[src/rtl/plp_pkg.sv]
// ----------------------------------------------------------------------------
// plp_pkg
// shared constants for the positional list: operation and status codes,
// stream field widths
// ----------------------------------------------------------------------------
package plp_pkg;

    // operation codes carried on s_tuser
    localparam logic [1:0] OP_INSERT = 2'd0;
    localparam logic [1:0] OP_REMOVE = 2'd1;
    localparam logic [1:0] OP_SHOW   = 2'd2;
    localparam logic [1:0] OP_CLEAR  = 2'd3;

    // status codes
    localparam logic [1:0] ST_OK    = 2'd0;
    localparam logic [1:0] ST_RANGE = 2'd1;
    localparam logic [1:0] ST_FULL  = 2'd2;

    // field widths
    localparam int OP_W   = 2;
    localparam int POS_W  = 5;
    localparam int VAL_W  = 32;
    localparam int ST_W   = 2;
    localparam int SIZE_W = 5;

    // stream widths, padded to whole bytes
    localparam int S_DATA_W = 40;
    localparam int M_DATA_W = 40;

endpackage

[src/rtl/positional_list_insert_remove.sv]
// ----------------------------------------------------------------------------
// positional_list_insert_remove
// ordered list of signed 32-bit values with insert and remove at a position,
// show and clear; entries live in a small ram moved one per step
// ----------------------------------------------------------------------------
// usage
//   input channel s_*: one item per operation, s_tuser holds the op code,
//   s_tdata holds position and value. output channel m_*: result items,
//   m_tlast marks the final result of an operation, m_tuser flags a list
//   entry on m_tdata during show.
// sequencing and throughput
//   the block takes one item at a time; s_tready is high only while idle.
//   insert shifts the entries from the top down to the position, one per
//   read/write pair, then places the value; remove shifts those above the
//   position down alike. removing the last entry, clear, show of an empty
//   list and refused ops go straight to the result; show reads and emits
//   each entry; the single ram port pair and registered read set the cost.
// reset
//   rst_n clears the count, the sequencer and the output valid; the ram is
//   not cleared, entries at or above the count are never read.
// stalls
//   a result sits in the output register until m_tready; the sequencer
//   waits at its result step while the register is still occupied.
// ----------------------------------------------------------------------------
module positional_list_insert_remove #(
    parameter int CAPACITY = 16
) (
    input  logic                         clk,
    input  logic                         rst_n,
    // input items
    input  logic                         s_tvalid,
    output logic                         s_tready,
    input  logic [plp_pkg::S_DATA_W-1:0] s_tdata,  // position[4:0], value[36:5], zero[39:37]
    input  logic [plp_pkg::OP_W-1:0]     s_tuser,  // op[1:0]
    // result items
    output logic                         m_tvalid,
    input  logic                         m_tready,
    output logic [plp_pkg::M_DATA_W-1:0] m_tdata,  // status[1:0], element_out[33:2],
                                                   // size_now[38:34], is_empty[39]
    output logic                         m_tuser,  // has_value
    output logic                         m_tlast   // last
);

    localparam int CW = $clog2(CAPACITY + 1);
    localparam int AW = $clog2(CAPACITY);
    localparam int XW = (CW > plp_pkg::POS_W) ? CW : plp_pkg::POS_W;

    // sequencer states
    localparam logic [2:0] S_IDLE  = 3'd0;
    localparam logic [2:0] S_RD    = 3'd1;  // read neighbor entry
    localparam logic [2:0] S_WR    = 3'd2;  // write it one place over
    localparam logic [2:0] S_PUT   = 3'd3;  // place the inserted value
    localparam logic [2:0] S_RES   = 3'd4;  // emit single result
    localparam logic [2:0] S_SRD   = 3'd5;  // show: read entry
    localparam logic [2:0] S_SOUT  = 3'd6;  // show: emit entry

    logic [2:0]                     state_reg, state_next;
    logic [CW-1:0]                  count_reg, count_next;
    logic [plp_pkg::OP_W-1:0]       op_reg, op_next;
    logic [AW-1:0]                  pos_reg, pos_next;
    logic [plp_pkg::VAL_W-1:0]      val_reg, val_next;
    logic [AW-1:0]                  idx_reg, idx_next;
    logic [CW-1:0]                  lim_reg, lim_next;
    logic [plp_pkg::ST_W-1:0]       res_reg, res_next;

    // output register
    logic                           ovalid_reg, ovalid_next;
    logic [plp_pkg::M_DATA_W-1:0]   odata_reg, odata_next;
    logic                           ouser_reg, ouser_next;
    logic                           olast_reg, olast_next;

    // input fields
    logic [plp_pkg::OP_W-1:0]       in_op;
    logic [plp_pkg::POS_W-1:0]      in_pos;
    logic [plp_pkg::VAL_W-1:0]      in_val;
    logic [XW-1:0]                  pos_x;
    logic [XW-1:0]                  cnt_x;
    logic                           accept;
    logic                           out_free;

    // ram and step unit hookup
    logic                           ram_we;
    logic [AW-1:0]                  ram_waddr;
    logic [plp_pkg::VAL_W-1:0]      ram_wdata;
    logic                           ram_re;
    logic [AW-1:0]                  ram_raddr;
    logic [plp_pkg::VAL_W-1:0]      ram_rdata;
    logic                           step_up;
    logic [CW-1:0]                  step_sum;
    logic                           step_hit;

    assign in_op  = s_tuser;
    assign in_pos = s_tdata[plp_pkg::POS_W-1:0];
    assign in_val = s_tdata[plp_pkg::POS_W +: plp_pkg::VAL_W];
    assign pos_x  = XW'(in_pos);
    assign cnt_x  = XW'(count_reg);

    assign s_tready = (state_reg == S_IDLE);
    assign accept   = s_tvalid && s_tready;
    assign out_free = !ovalid_reg || m_tready;

    // insert walks down, remove and show walk up
    assign step_up = (op_reg != plp_pkg::OP_INSERT);

    plp_ram #(
        .DEPTH (CAPACITY),
        .AW    (AW)
    ) u_ram (
        .clk   (clk),
        .we    (ram_we),
        .waddr (ram_waddr),
        .wdata (ram_wdata),
        .re    (ram_re),
        .raddr (ram_raddr),
        .rdata (ram_rdata)
    );

    plp_step #(
        .AW (AW),
        .CW (CW)
    ) u_step (
        .idx (idx_reg),
        .up  (step_up),
        .lim (lim_reg),
        .sum (step_sum),
        .hit (step_hit)
    );

    always_comb
    begin
        state_next  = state_reg;
        count_next  = count_reg;
        op_next     = op_reg;
        pos_next    = pos_reg;
        val_next    = val_reg;
        idx_next    = idx_reg;
        lim_next    = lim_reg;
        res_next    = res_reg;
        ovalid_next = ovalid_reg && !m_tready;
        odata_next  = odata_reg;
        ouser_next  = ouser_reg;
        olast_next  = olast_reg;
        ram_we      = 1'b0;
        ram_waddr   = idx_reg;
        ram_wdata   = ram_rdata;
        ram_re      = 1'b0;
        ram_raddr   = step_sum[AW-1:0];

        unique case (state_reg)
            S_IDLE:
            begin
                if (accept)
                begin
                    op_next  = in_op;
                    val_next = in_val;
                    pos_next = pos_x[AW-1:0];
                    res_next = plp_pkg::ST_OK;
                    unique case (in_op)
                        plp_pkg::OP_INSERT:
                        begin
                            if (count_reg == CW'(CAPACITY))
                            begin
                                res_next   = plp_pkg::ST_FULL;
                                state_next = S_RES;
                            end
                            else if (pos_x > cnt_x)
                            begin
                                res_next   = plp_pkg::ST_RANGE;
                                state_next = S_RES;
                            end
                            else
                            begin
                                // shift from the top down to the position
                                idx_next   = count_reg[AW-1:0];
                                lim_next   = pos_x[CW-1:0];
                                state_next = (pos_x == cnt_x) ? S_PUT : S_RD;
                            end
                        end
                        plp_pkg::OP_REMOVE:
                        begin
                            if (pos_x >= cnt_x)
                            begin
                                // also covers the empty list
                                res_next   = plp_pkg::ST_RANGE;
                                state_next = S_RES;
                            end
                            else if (pos_x + XW'(1) == cnt_x)
                            begin
                                // removing the last entry moves nothing
                                count_next = count_reg - CW'(1);
                                state_next = S_RES;
                            end
                            else
                            begin
                                idx_next   = pos_x[AW-1:0];
                                lim_next   = count_reg - CW'(1);
                                state_next = S_RD;
                            end
                        end
                        plp_pkg::OP_SHOW:
                        begin
                            idx_next   = '0;
                            lim_next   = count_reg;
                            state_next = (count_reg == '0) ? S_RES : S_SRD;
                        end
                        default:
                        begin
                            count_next = '0;
                            state_next = S_RES;
                        end
                    endcase
                end
            end
            S_RD:
            begin
                ram_re     = 1'b1;
                state_next = S_WR;
            end
            S_WR:
            begin
                ram_we   = 1'b1;
                idx_next = step_sum[AW-1:0];
                if (op_reg == plp_pkg::OP_INSERT)
                begin
                    state_next = step_hit ? S_PUT : S_RD;
                end
                else if (step_hit)
                begin
                    count_next = count_reg - CW'(1);
                    state_next = S_RES;
                end
                else
                begin
                    state_next = S_RD;
                end
            end
            S_PUT:
            begin
                ram_we     = 1'b1;
                ram_waddr  = pos_reg;
                ram_wdata  = val_reg;
                count_next = count_reg + CW'(1);
                state_next = S_RES;
            end
            S_RES:
            begin
                if (out_free)
                begin
                    ovalid_next = 1'b1;
                    odata_next  = {(count_reg == '0), cnt_x[plp_pkg::SIZE_W-1:0],
                                   {plp_pkg::VAL_W{1'b0}}, res_reg};
                    ouser_next  = 1'b0;
                    olast_next  = 1'b1;
                    state_next  = S_IDLE;
                end
            end
            S_SRD:
            begin
                ram_re     = 1'b1;
                ram_raddr  = idx_reg;
                state_next = S_SOUT;
            end
            S_SOUT:
            begin
                if (out_free)
                begin
                    ovalid_next = 1'b1;
                    odata_next  = {(count_reg == '0), cnt_x[plp_pkg::SIZE_W-1:0],
                                   ram_rdata, plp_pkg::ST_OK};
                    ouser_next  = 1'b1;
                    olast_next  = step_hit;
                    idx_next    = step_sum[AW-1:0];
                    state_next  = step_hit ? S_IDLE : S_SRD;
                end
            end
            default:
            begin
                state_next = S_IDLE;
            end
        endcase
    end

    always_ff @(posedge clk or negedge rst_n)
    begin
        if (!rst_n)
        begin
            state_reg  <= S_IDLE;
            count_reg  <= '0;
            ovalid_reg <= 1'b0;
        end
        else
        begin
            state_reg  <= state_next;
            count_reg  <= count_next;
            ovalid_reg <= ovalid_next;
        end
    end

    // payload and working registers
    always_ff @(posedge clk)
    begin
        op_reg    <= op_next;
        pos_reg   <= pos_next;
        val_reg   <= val_next;
        idx_reg   <= idx_next;
        lim_reg   <= lim_next;
        res_reg   <= res_next;
        odata_reg <= odata_next;
        ouser_reg <= ouser_next;
        olast_reg <= olast_next;
    end

    assign m_tvalid = ovalid_reg;
    assign m_tdata  = odata_reg;
    assign m_tuser  = ouser_reg;
    assign m_tlast  = olast_reg;

endmodule

[src/rtl/plp_ram.sv]
// ----------------------------------------------------------------------------
// plp_ram
// entry storage: one write port, one read port with registered read data
// ----------------------------------------------------------------------------
module plp_ram #(
    parameter int DEPTH = 16,
    parameter int AW    = 4
) (
    input  logic                      clk,
    input  logic                      we,
    input  logic [AW-1:0]             waddr,
    input  logic [plp_pkg::VAL_W-1:0] wdata,
    input  logic                      re,
    input  logic [AW-1:0]             raddr,
    output logic [plp_pkg::VAL_W-1:0] rdata
);

    logic [plp_pkg::VAL_W-1:0] mem [DEPTH];
    logic [plp_pkg::VAL_W-1:0] rdata_reg;

    always_ff @(posedge clk)
    begin
        if (we)
        begin
            mem[waddr] <= wdata;
        end
        if (re)
        begin
            rdata_reg <= mem[raddr];
        end
    end

    assign rdata = rdata_reg;

endmodule

[src/rtl/plp_step.sv]
// ----------------------------------------------------------------------------
// plp_step
// shared index unit: steps an entry index up or down by one and compares
// the stepped index against a limit
// ----------------------------------------------------------------------------
module plp_step #(
    parameter int AW = 4,
    parameter int CW = 5
) (
    input  logic [AW-1:0] idx,
    input  logic          up,
    input  logic [CW-1:0] lim,
    output logic [CW-1:0] sum,
    output logic          hit
);

    logic [CW-1:0] idx_x;

    assign idx_x = CW'(idx);
    assign sum   = up ? (idx_x + CW'(1)) : (idx_x - CW'(1));
    assign hit   = (sum == lim);

endmodule

[config.mk]
export PLATFORM = sky130hd
export DESIGN_NAME = positional_list_insert_remove
export DESIGN_NICKNAME = d
export VERILOG_FILES = /design/src/rtl/plp_pkg.sv /design/src/rtl/positional_list_insert_remove.sv /design/src/rtl/plp_ram.sv /design/src/rtl/plp_step.sv
export SDC_FILE = /design/constraint.sdc
export NUM_CORES = 1
export LEC_CHECK = 0
export BUFFER_PORTS_ARGS = -buffer_cell sky130_fd_sc_hd__buf_2
export CAP_MARGIN = 20
export CELL_PAD_IN_SITES_DETAIL_PLACEMENT = 0
export CELL_PAD_IN_SITES_GLOBAL_PLACEMENT = 1
export CORE_AREA = 5 5 216 218
export DETAILED_ROUTE_END_ITERATION = 12
export DIE_AREA = 0 0 221 223
export PLACE_DENSITY_LB_ADDON = 0.1
export SYNTH_ARGS = -nofsm -noshare
export SYNTH_HDL_FRONTEND = slang
export SYNTH_SLANG_ARGS = --single-unit
export TNS_END_PERCENT = 50
[constraint.sdc]
create_clock -name clk -period 5.5 [get_ports clk]
set_clock_uncertainty 0.15 [all_clocks]
set_input_delay 0.275 -clock clk [delete_from_list [all_inputs] [get_ports clk]]
set_output_delay 0.275 -clock clk [all_outputs]
set_load 0.05 [all_outputs]
==> reports/metrics.cfg, run 1 <==
[cells_and_area]
num-nets-final = 1476
ff_latch_area_sq_um = 19300
multiInputGateArea_sq_um = 5900
regMostFlops = u_ram.mem
num_antenna_cells = 0
drive_above_1_share_pct = 28.9
area_growth_syn_to_layout_pct = 16.7
fill_cells = 3007
largest_register_ffs = 512

[sta]
drv_slew = 0
finalHoldViolCount = 0
worstMarginPinSlew_ps = 1030
fin_tns_setup_ps = 0
rsz0062_at_grt = no
relSlewSlack_pct = 31.1
post-route-period-util_pct = 74.8
max_freq_mhz = 243
fin_crit_ps = 4110
setup_viol = 0

[synth]
synth-async-reset-ratio_pct = 1.40
synth-edff-count = 635
syn_area_sq_um = 25400
synth_seq_area_share_pct = 76.1
syn_inst = 1248
synth_nets = 1307
synth_cell_types = 58
yosys_most_used_dff = edfxtp_1
ys_ff_latch = 644
synth.avg_cell_area_sq_um = 20.3
yosysWarnings = 0

[grt]
grt_remaining_overflow = 0
grt_pass1_vias = 13000
grt_max_degree = 54
grt.total_usage_pct = 23.2
antenna_found_initial = 0
grt_pass1_wl_mm = 84.3

[clock_tree]
cts.sinks = 644
worstSkewPairLatency_ps = 590
cts_tree = built
clk_path_buf_depth = 3
ctsResizeCount = 0
numCtsBuffers = 67
clkTransAtPathRegs_ps = 60
clockRootBuffer = clkbuf_16
htree_num_levels = 3

[worst_setup_path]
critPathArrivalTime_ps = 4300
cp_max_fo = 26
crit_top_cell = mux4_2
cp-startpoint = state_reg[0]$_DFFE_PN0P_
slowest_stage = dfrtp_1
path_buf_inv = 1
worst-setup-path-type = reg2reg
required_ps = 5680
path_cells = nor2b_4 -> nand2_2 -> xor2_4 -> buf_4 -> mux4_2 -> mux4_2
crit_family = multiplexers
slowest_delay_ps = 950
end_kind = flip-flop
r2r_slack_ps = 1390
timing.rr.start = state_reg[0]$_DFFE_PN0P_
setup.worst_path.start_class = flip-flop

[routing]
antenna_left = 0
vias = 12700
firstDrtPassIters = 5
first_iter_violations = 1349
drc = 0
wl_per_cell_microns = 27.4
wl_mm = 56.7
viasPerCell = 6.16

[placement]
dp_hpwl_mm = 29.6
place.gp.congestion = 0.785
port_buffers = 86

[die]
fp.dieH_microns = 223
io_pins = 90
core_area_sq_um = 44700
num_rows = 78
die_x_microns = 221
start_util_pct = 56.8
dieArea_sq_um = 49300

[pwr]
clock_power_share_pct = 28.5
p_leak_nw = 9.91
swShare_pct = 30.2
power_density_nw_per_um2 = 556
pwr-share-comb_pct = 31.5
power_frac_seq_pct = 40.0
p_sw_w = 0.00497
p_int_w = 0.0115
ir_drop_v = 0.000401
power_w = 0.0165

[hold_path]
hold_path_class = in2reg
hold_start = s_tvalid

[flow_run]
drv_cap = 0

[outcome]
status = complete, no violations

-- worst paths after layout --
| path | end | cells past startpoint |
|---|---|---|
| max | u_ram.rdata[29]$_DFFE_PP_ | 6 |
| min | state_reg[0]$_DFFE_PN0P_ | 4 |
| max reg2reg | u_ram.rdata[29]$_DFFE_PP_ | 6 |
| min reg2reg | m_tdata[0]$_SDFFCE_PP0P_ | 1 |
| max in group asynchronous | state_reg[2]$_DFFE_PN0P_ | 3 |
| min in group asynchronous | cnt_x[2]$_DFFE_PN0P_ | 3 |
-- what timing repair did --
action	CTS	global route
hold buffers	42	0
buffers inserted	0	0
hold endpoints to repair	52	0
-- cells in the final DEF, fill, tap and decap left out, types with 9 or more instances in the layout --
cell | Yosys | routed
a21oi_1 | 22 | 19
and3_1 | 40 | 40
buf_12 | 0 | 10
buf_2 | 17 | 86
buf_4 | 5 | 33
bufinv_16 | 0 | 11
clkbuf_1 | 44 | 10
clkbuf_16 | 0 | 69
clkinv_1 | 0 | 11
clkinv_2 | 0 | 9
dfrtp_1 | 9 | 9
dlygate4sd3_1 | 0 | 42
edfxtp_1 | 635 | 635
ha_1 | 13 | 13
inv_1 | 14 | 13
mux4_2 | 160 | 160
nand2_1 | 108 | 107
nand3_1 | 14 | 14
nor2_1 | 30 | 17
nor2_4 | 0 | 13
o21ai_0 | 19 | 19
-- kinds of logic (layout without fill, tap and decap cells) --
group	Yosys count	after routing	share of synthesized area (%)
buffers and inverters	85	306	1.47
adder cells (fa/ha/maj)	13	13	0.641
AND/OR/NAND/NOR	243	243	4.64
AO/OA/AOI/OAI	81	81	2.15
flip-flops	644	644	76.1
XOR/XNOR	18	18	0.676
multiplexers	164	164	14.4
-- area by class of cell --
cell class	count	area share, %
sequential	644	65.2
multi-input combinational	519	20.0
clock buffer	80	6.01
timing repair buffer	171	4.39
tap	600	2.54
clock inverter	41	1.75
inverter	14	0.178
-- Yosys cell counts (all sizes together) (3+ instances only) --
| library cell | n | area, sq um |
|---|---|---|
| a211oi | 3 | 22.5 |
| a21oi | 22 | 110 |
| a22oi | 4 | 35.0 |
| a311oi | 4 | 35.0 |
| a31oi | 6 | 37.5 |
| and2 | 5 | 32.5 |
| and3 | 42 | 265 |
| buf | 27 | 156 |
| clkbuf | 44 | 165 |
| dfrtp | 9 | 225 |
| edfxtp | 635 | 19100 |
| ha | 13 | 163 |
| inv | 14 | 52.6 |
| mux2i | 3 | 30.0 |
| mux4 | 160 | 3600 |
| nand2 | 109 | 412 |
| nand2b | 4 | 25.0 |
| nand3 | 14 | 70.1 |
| nand3b | 4 | 30.0 |
| nor2 | 30 | 113 |
| nor2b | 9 | 56.3 |
| nor3 | 6 | 30.0 |
| nor3b | 8 | 60.1 |
| nor4 | 4 | 25.0 |
| o211ai | 3 | 22.5 |
| o21ai | 19 | 95.1 |
| xnor2 | 10 | 87.6 |
| xor2 | 7 | 61.3 |
-- metal layers --
metal	up-vias	track usage [%]	part of all wire [%]
met5	-	0	0
met3	102	4.30	5.9
met4	0	5.66	2.3
met2	478	38.1	50
met1	6728	33.0	42
li1	5441	-	-
-- per-stage QoR --
step / hold slack, ps / instances / setup WS [ps] / instance area [sq um] / util [%]
4_1_cts: 10.5 / 2069 / 1320 / 29600 / 66.2
6_report: 46.9 / 2069 / 1390 / 29600 / 66.2
3_5_place_dp: 11.6 / 1906 / 1360 / 26900 / 60.1
2_1_floorplan: -171 / 1248 / 1910 / 25400 / -
5_1_grt: 70.0 / 2069 / 1160 / 29600 / 66.2
3_3_place_gp: 5.33 / 1906 / 1410 / 26900 / 60.1
-- worst min-delay path: cells and delay by family --
kind / cells / cell delay, ps
AOI/OAI and AO/OA: 1 / 140
buffers and inverters: 1 / 110
and+or+nand+nor: 2 / 230
-- power groups by stage --
stage	Clock, W	Sequential, W	Combinational, W
4_1_cts	0.00478	0.00658	0.00525
3_3_place_gp	0	0.00667	0.00513
2_1_floorplan	0	0.00685	0.00357
3_5_place_dp	0	0.00668	0.00521
5_1_grt	0.00499	0.00662	0.00555
6_report	0.00469	0.00658	0.00518
Power figures use the tool's default switching activity.
==> inputs of run 2 (changes only) <==
--- a/config.mk
+++ b/config.mk
@@ -9,9 +9,9 @@
 export CAP_MARGIN = 20
 export CELL_PAD_IN_SITES_DETAIL_PLACEMENT = 0
 export CELL_PAD_IN_SITES_GLOBAL_PLACEMENT = 1
-export CORE_AREA = 5 5 216 218
+export CORE_AREA = 5 5 223 225
 export DETAILED_ROUTE_END_ITERATION = 12
-export DIE_AREA = 0 0 221 223
+export DIE_AREA = 0 0 228 230
 export PLACE_DENSITY_LB_ADDON = 0.1
 export SYNTH_ARGS = -nofsm -noshare
 export SYNTH_HDL_FRONTEND = slang
==> constraint.sdc (replaced) <==
create_clock -name clk -period 4.15 [get_ports clk]
set_clock_uncertainty 0.15 [all_clocks]
set_input_delay 0.2075 -clock clk [delete_from_list [all_inputs] [get_ports clk]]
set_output_delay 0.2075 -clock clk [all_outputs]
set_load 0.05 [all_outputs]
==> run 2 against run 1 <==
Net effect: first-iteration DRC count down 11%; critical path depth up 3; sequential share of layout area about the same; non-clock buffer count up 16; power up 29%; clock power up 22%.
==> reports/metrics.cfg, run 2 (same netlist as run 1, synthesis figures left out) <==
[worst_setup_path]
setup.worst_path.start_class = flip-flop
cp-startpoint = op_reg[1]$_DFFE_PP_
worst-setup-path-type = reg2reg
critPathArrivalTime_ps = 3690
timing.rr.start = op_reg[1]$_DFFE_PP_
cp_max_fo = 7
required_ps = 4460
end_kind = flip-flop

[pwr]
p_leak_nw = 9.91
swShare_pct = 30.6
power_frac_seq_pct = 40.8
p_sw_w = 0.00650
clock_power_share_pct = 26.9
ir_drop_v = 0.000665
power_density_nw_per_um2 = 718
p_int_w = 0.0148
pwr-share-comb_pct = 32.3

[placement]
dp_hpwl_mm = 30.6
place.gp.congestion = 0.796
dp_slack_ps = 796
dpl_cell_area_sq_um = 27100
port_buffers = 86

[cells_and_area]
post-route-util_pct = 62.5
final_cell_mix = 635 x edfxtp_1, 160 x mux4_2, 107 x nand2_1
design_area_sq_um = 29600
num-nets-final = 1493
area_growth_syn_to_layout_pct = 16.7
final_common_cell = edfxtp_1
regMostFlops = u_ram.mem
num_antenna_cells = 0
largest_register_ffs = 512
drive_above_1_share_pct = 29.0

[clock_tree]
ctsResizeCount = 0
cts.sinks = 644
clkTransAtPathRegs_ps = 60
ctsHoldBuffers = 43
cts_setup_buffers = 0
cts_tree = built
numCtsBuffers = 68
htree_num_levels = 3
clk_path_buf_depth = 3
worstSkewPairLatency_ps = 600
clockRootBuffer = clkbuf_16

[sta]
worstMarginPinSlew_ps = 1070
drv_slew = 0
post-route-period-util_pct = 81.5
max_freq_mhz = 296
rsz0062_at_grt = no
setup_viol = 0
relSlewSlack_pct = 28.3
fin_crit_ps = 3380
fin_tns_setup_ps = 0
finalHoldViolCount = 0
hold_slack_ps = 163
fin_ws_ps = 766

[routing]
viasPerCell = 6.02
maxUsedRoutingLayer = met4
firstDrtPassIters = 5
drc = 0
wl_met2_mm = 27.8
antenna_left = 0
wl_per_cell_microns = 26.9
wl_mm = 56.5
drt-met1-wl_mm = 24.3
vias = 12600
first_iter_violations = 1202
wl_met3_mm = 3.25

[grt]
grt.total_usage_pct = 21.8
grt_remaining_overflow = 0
grt_pass1_wl_mm = 84.6
grt_max_degree = 72
grt_pass1_vias = 13000
antenna_found_initial = 0

[die]
die_x_microns = 228
io_pins = 90
dieArea_sq_um = 52400
core_area_sq_um = 47300
fp.dieH_microns = 230
num_rows = 80
start_util_pct = 53.6

[outcome]
status = complete, no violations

[hold_path]
hold_start = s_tdata[32]
hold_path_class = in2reg

[flow_run]
drv_cap = 0

-- run 2: cell count changes in the layout (fill, tap and decap cells not counted) --
| cell | before | now |
|---|---|---|
| buf_12 | 10 | 17 |
| buf_4 | 33 | 41 |
| bufinv_16 | 11 | 4 |
| clkbuf_1 | 10 | 15 |
| clkbuf_8 | 1 | 0 |
| clkinv_1 | 11 | 13 |
| clkinv_2 | 9 | 8 |
| clkinv_4 | 2 | 1 |
| clkinvlp_4 | 2 | 1 |
| dfrtp_1 | 9 | 8 |
| dfrtp_2 | 0 | 1 |
| dlygate4sd3_1 | 42 | 43 |
| inv_16 | 0 | 1 |
| inv_6 | 4 | 2 |
-- run 2: worst max-delay path: stages, from the launching register on --
cell and delay (ps):
edfxtp_1 430, or2_1 350, xnor2_1 160, ha_1 220, nor4_1 290, a22oi_1 190
xnor2_1 210, o41ai_4 580, a311oi_1 160, or4_1 510
-- run 2: power groups by stage --
stage	registers (W)	clock network, W	logic [W]
6_report	0.00869	0.00571	0.00687
5_1_grt	0.00874	0.00612	0.00741
4_1_cts	0.00869	0.00584	0.00702
3_5_place_dp	0.00881	0	0.00698
3_3_place_gp	0.00880	0	0.00688
2_1_floorplan	0.00907	0	0.00473
-- run 2: final timing paths --
kind                                            end  cells past startpoint  slack [ps]
setup / recovery           state_reg[2]$_DFFE_PN0P_                      9         770
hold / removal                val_reg[27]$_DFFE_PP_                      2         160
setup reg to reg           state_reg[2]$_DFFE_PN0P_                      9         770
hold reg to reg            m_tdata[0]$_SDFFCE_PP0P_                      1         380
max in group asynchronous  state_reg[2]$_DFFE_PN0P_                      3        2990
min in group asynchronous      cnt_x[1]$_DFFE_PN0P_                      3         500
-- run 2: metal layers --
layer	vias to the layer above	global-route usage (%)
li1	5484	-
met2	378	35.9
met5	-	0
met4	0	5.12
met3	89	4.01
met1	6663	31.1
-- run 2: area by class of cell --
| type | count | area (sq um) |
|---|---|---|
| multi-input cells | 519 | 5900 |
| repair buffers | 187 | 1510 |
| flip-flops and latches | 644 | 19300 |
| clock buffers | 84 | 1780 |
| inverters | 14 | 52.6 |
| fillers | 3331 | 17700 |
| well taps | 615 | 769 |
| clock inverters | 32 | 295 |
-- run 2: stage by stage --
step,cells,power (W)
detailed placement,1936,0.0158
global placement,1936,0.0157
finish,2095,0.0213
floorplan,1248,0.0138
CTS,2095,0.0215
global route,2095,0.0223
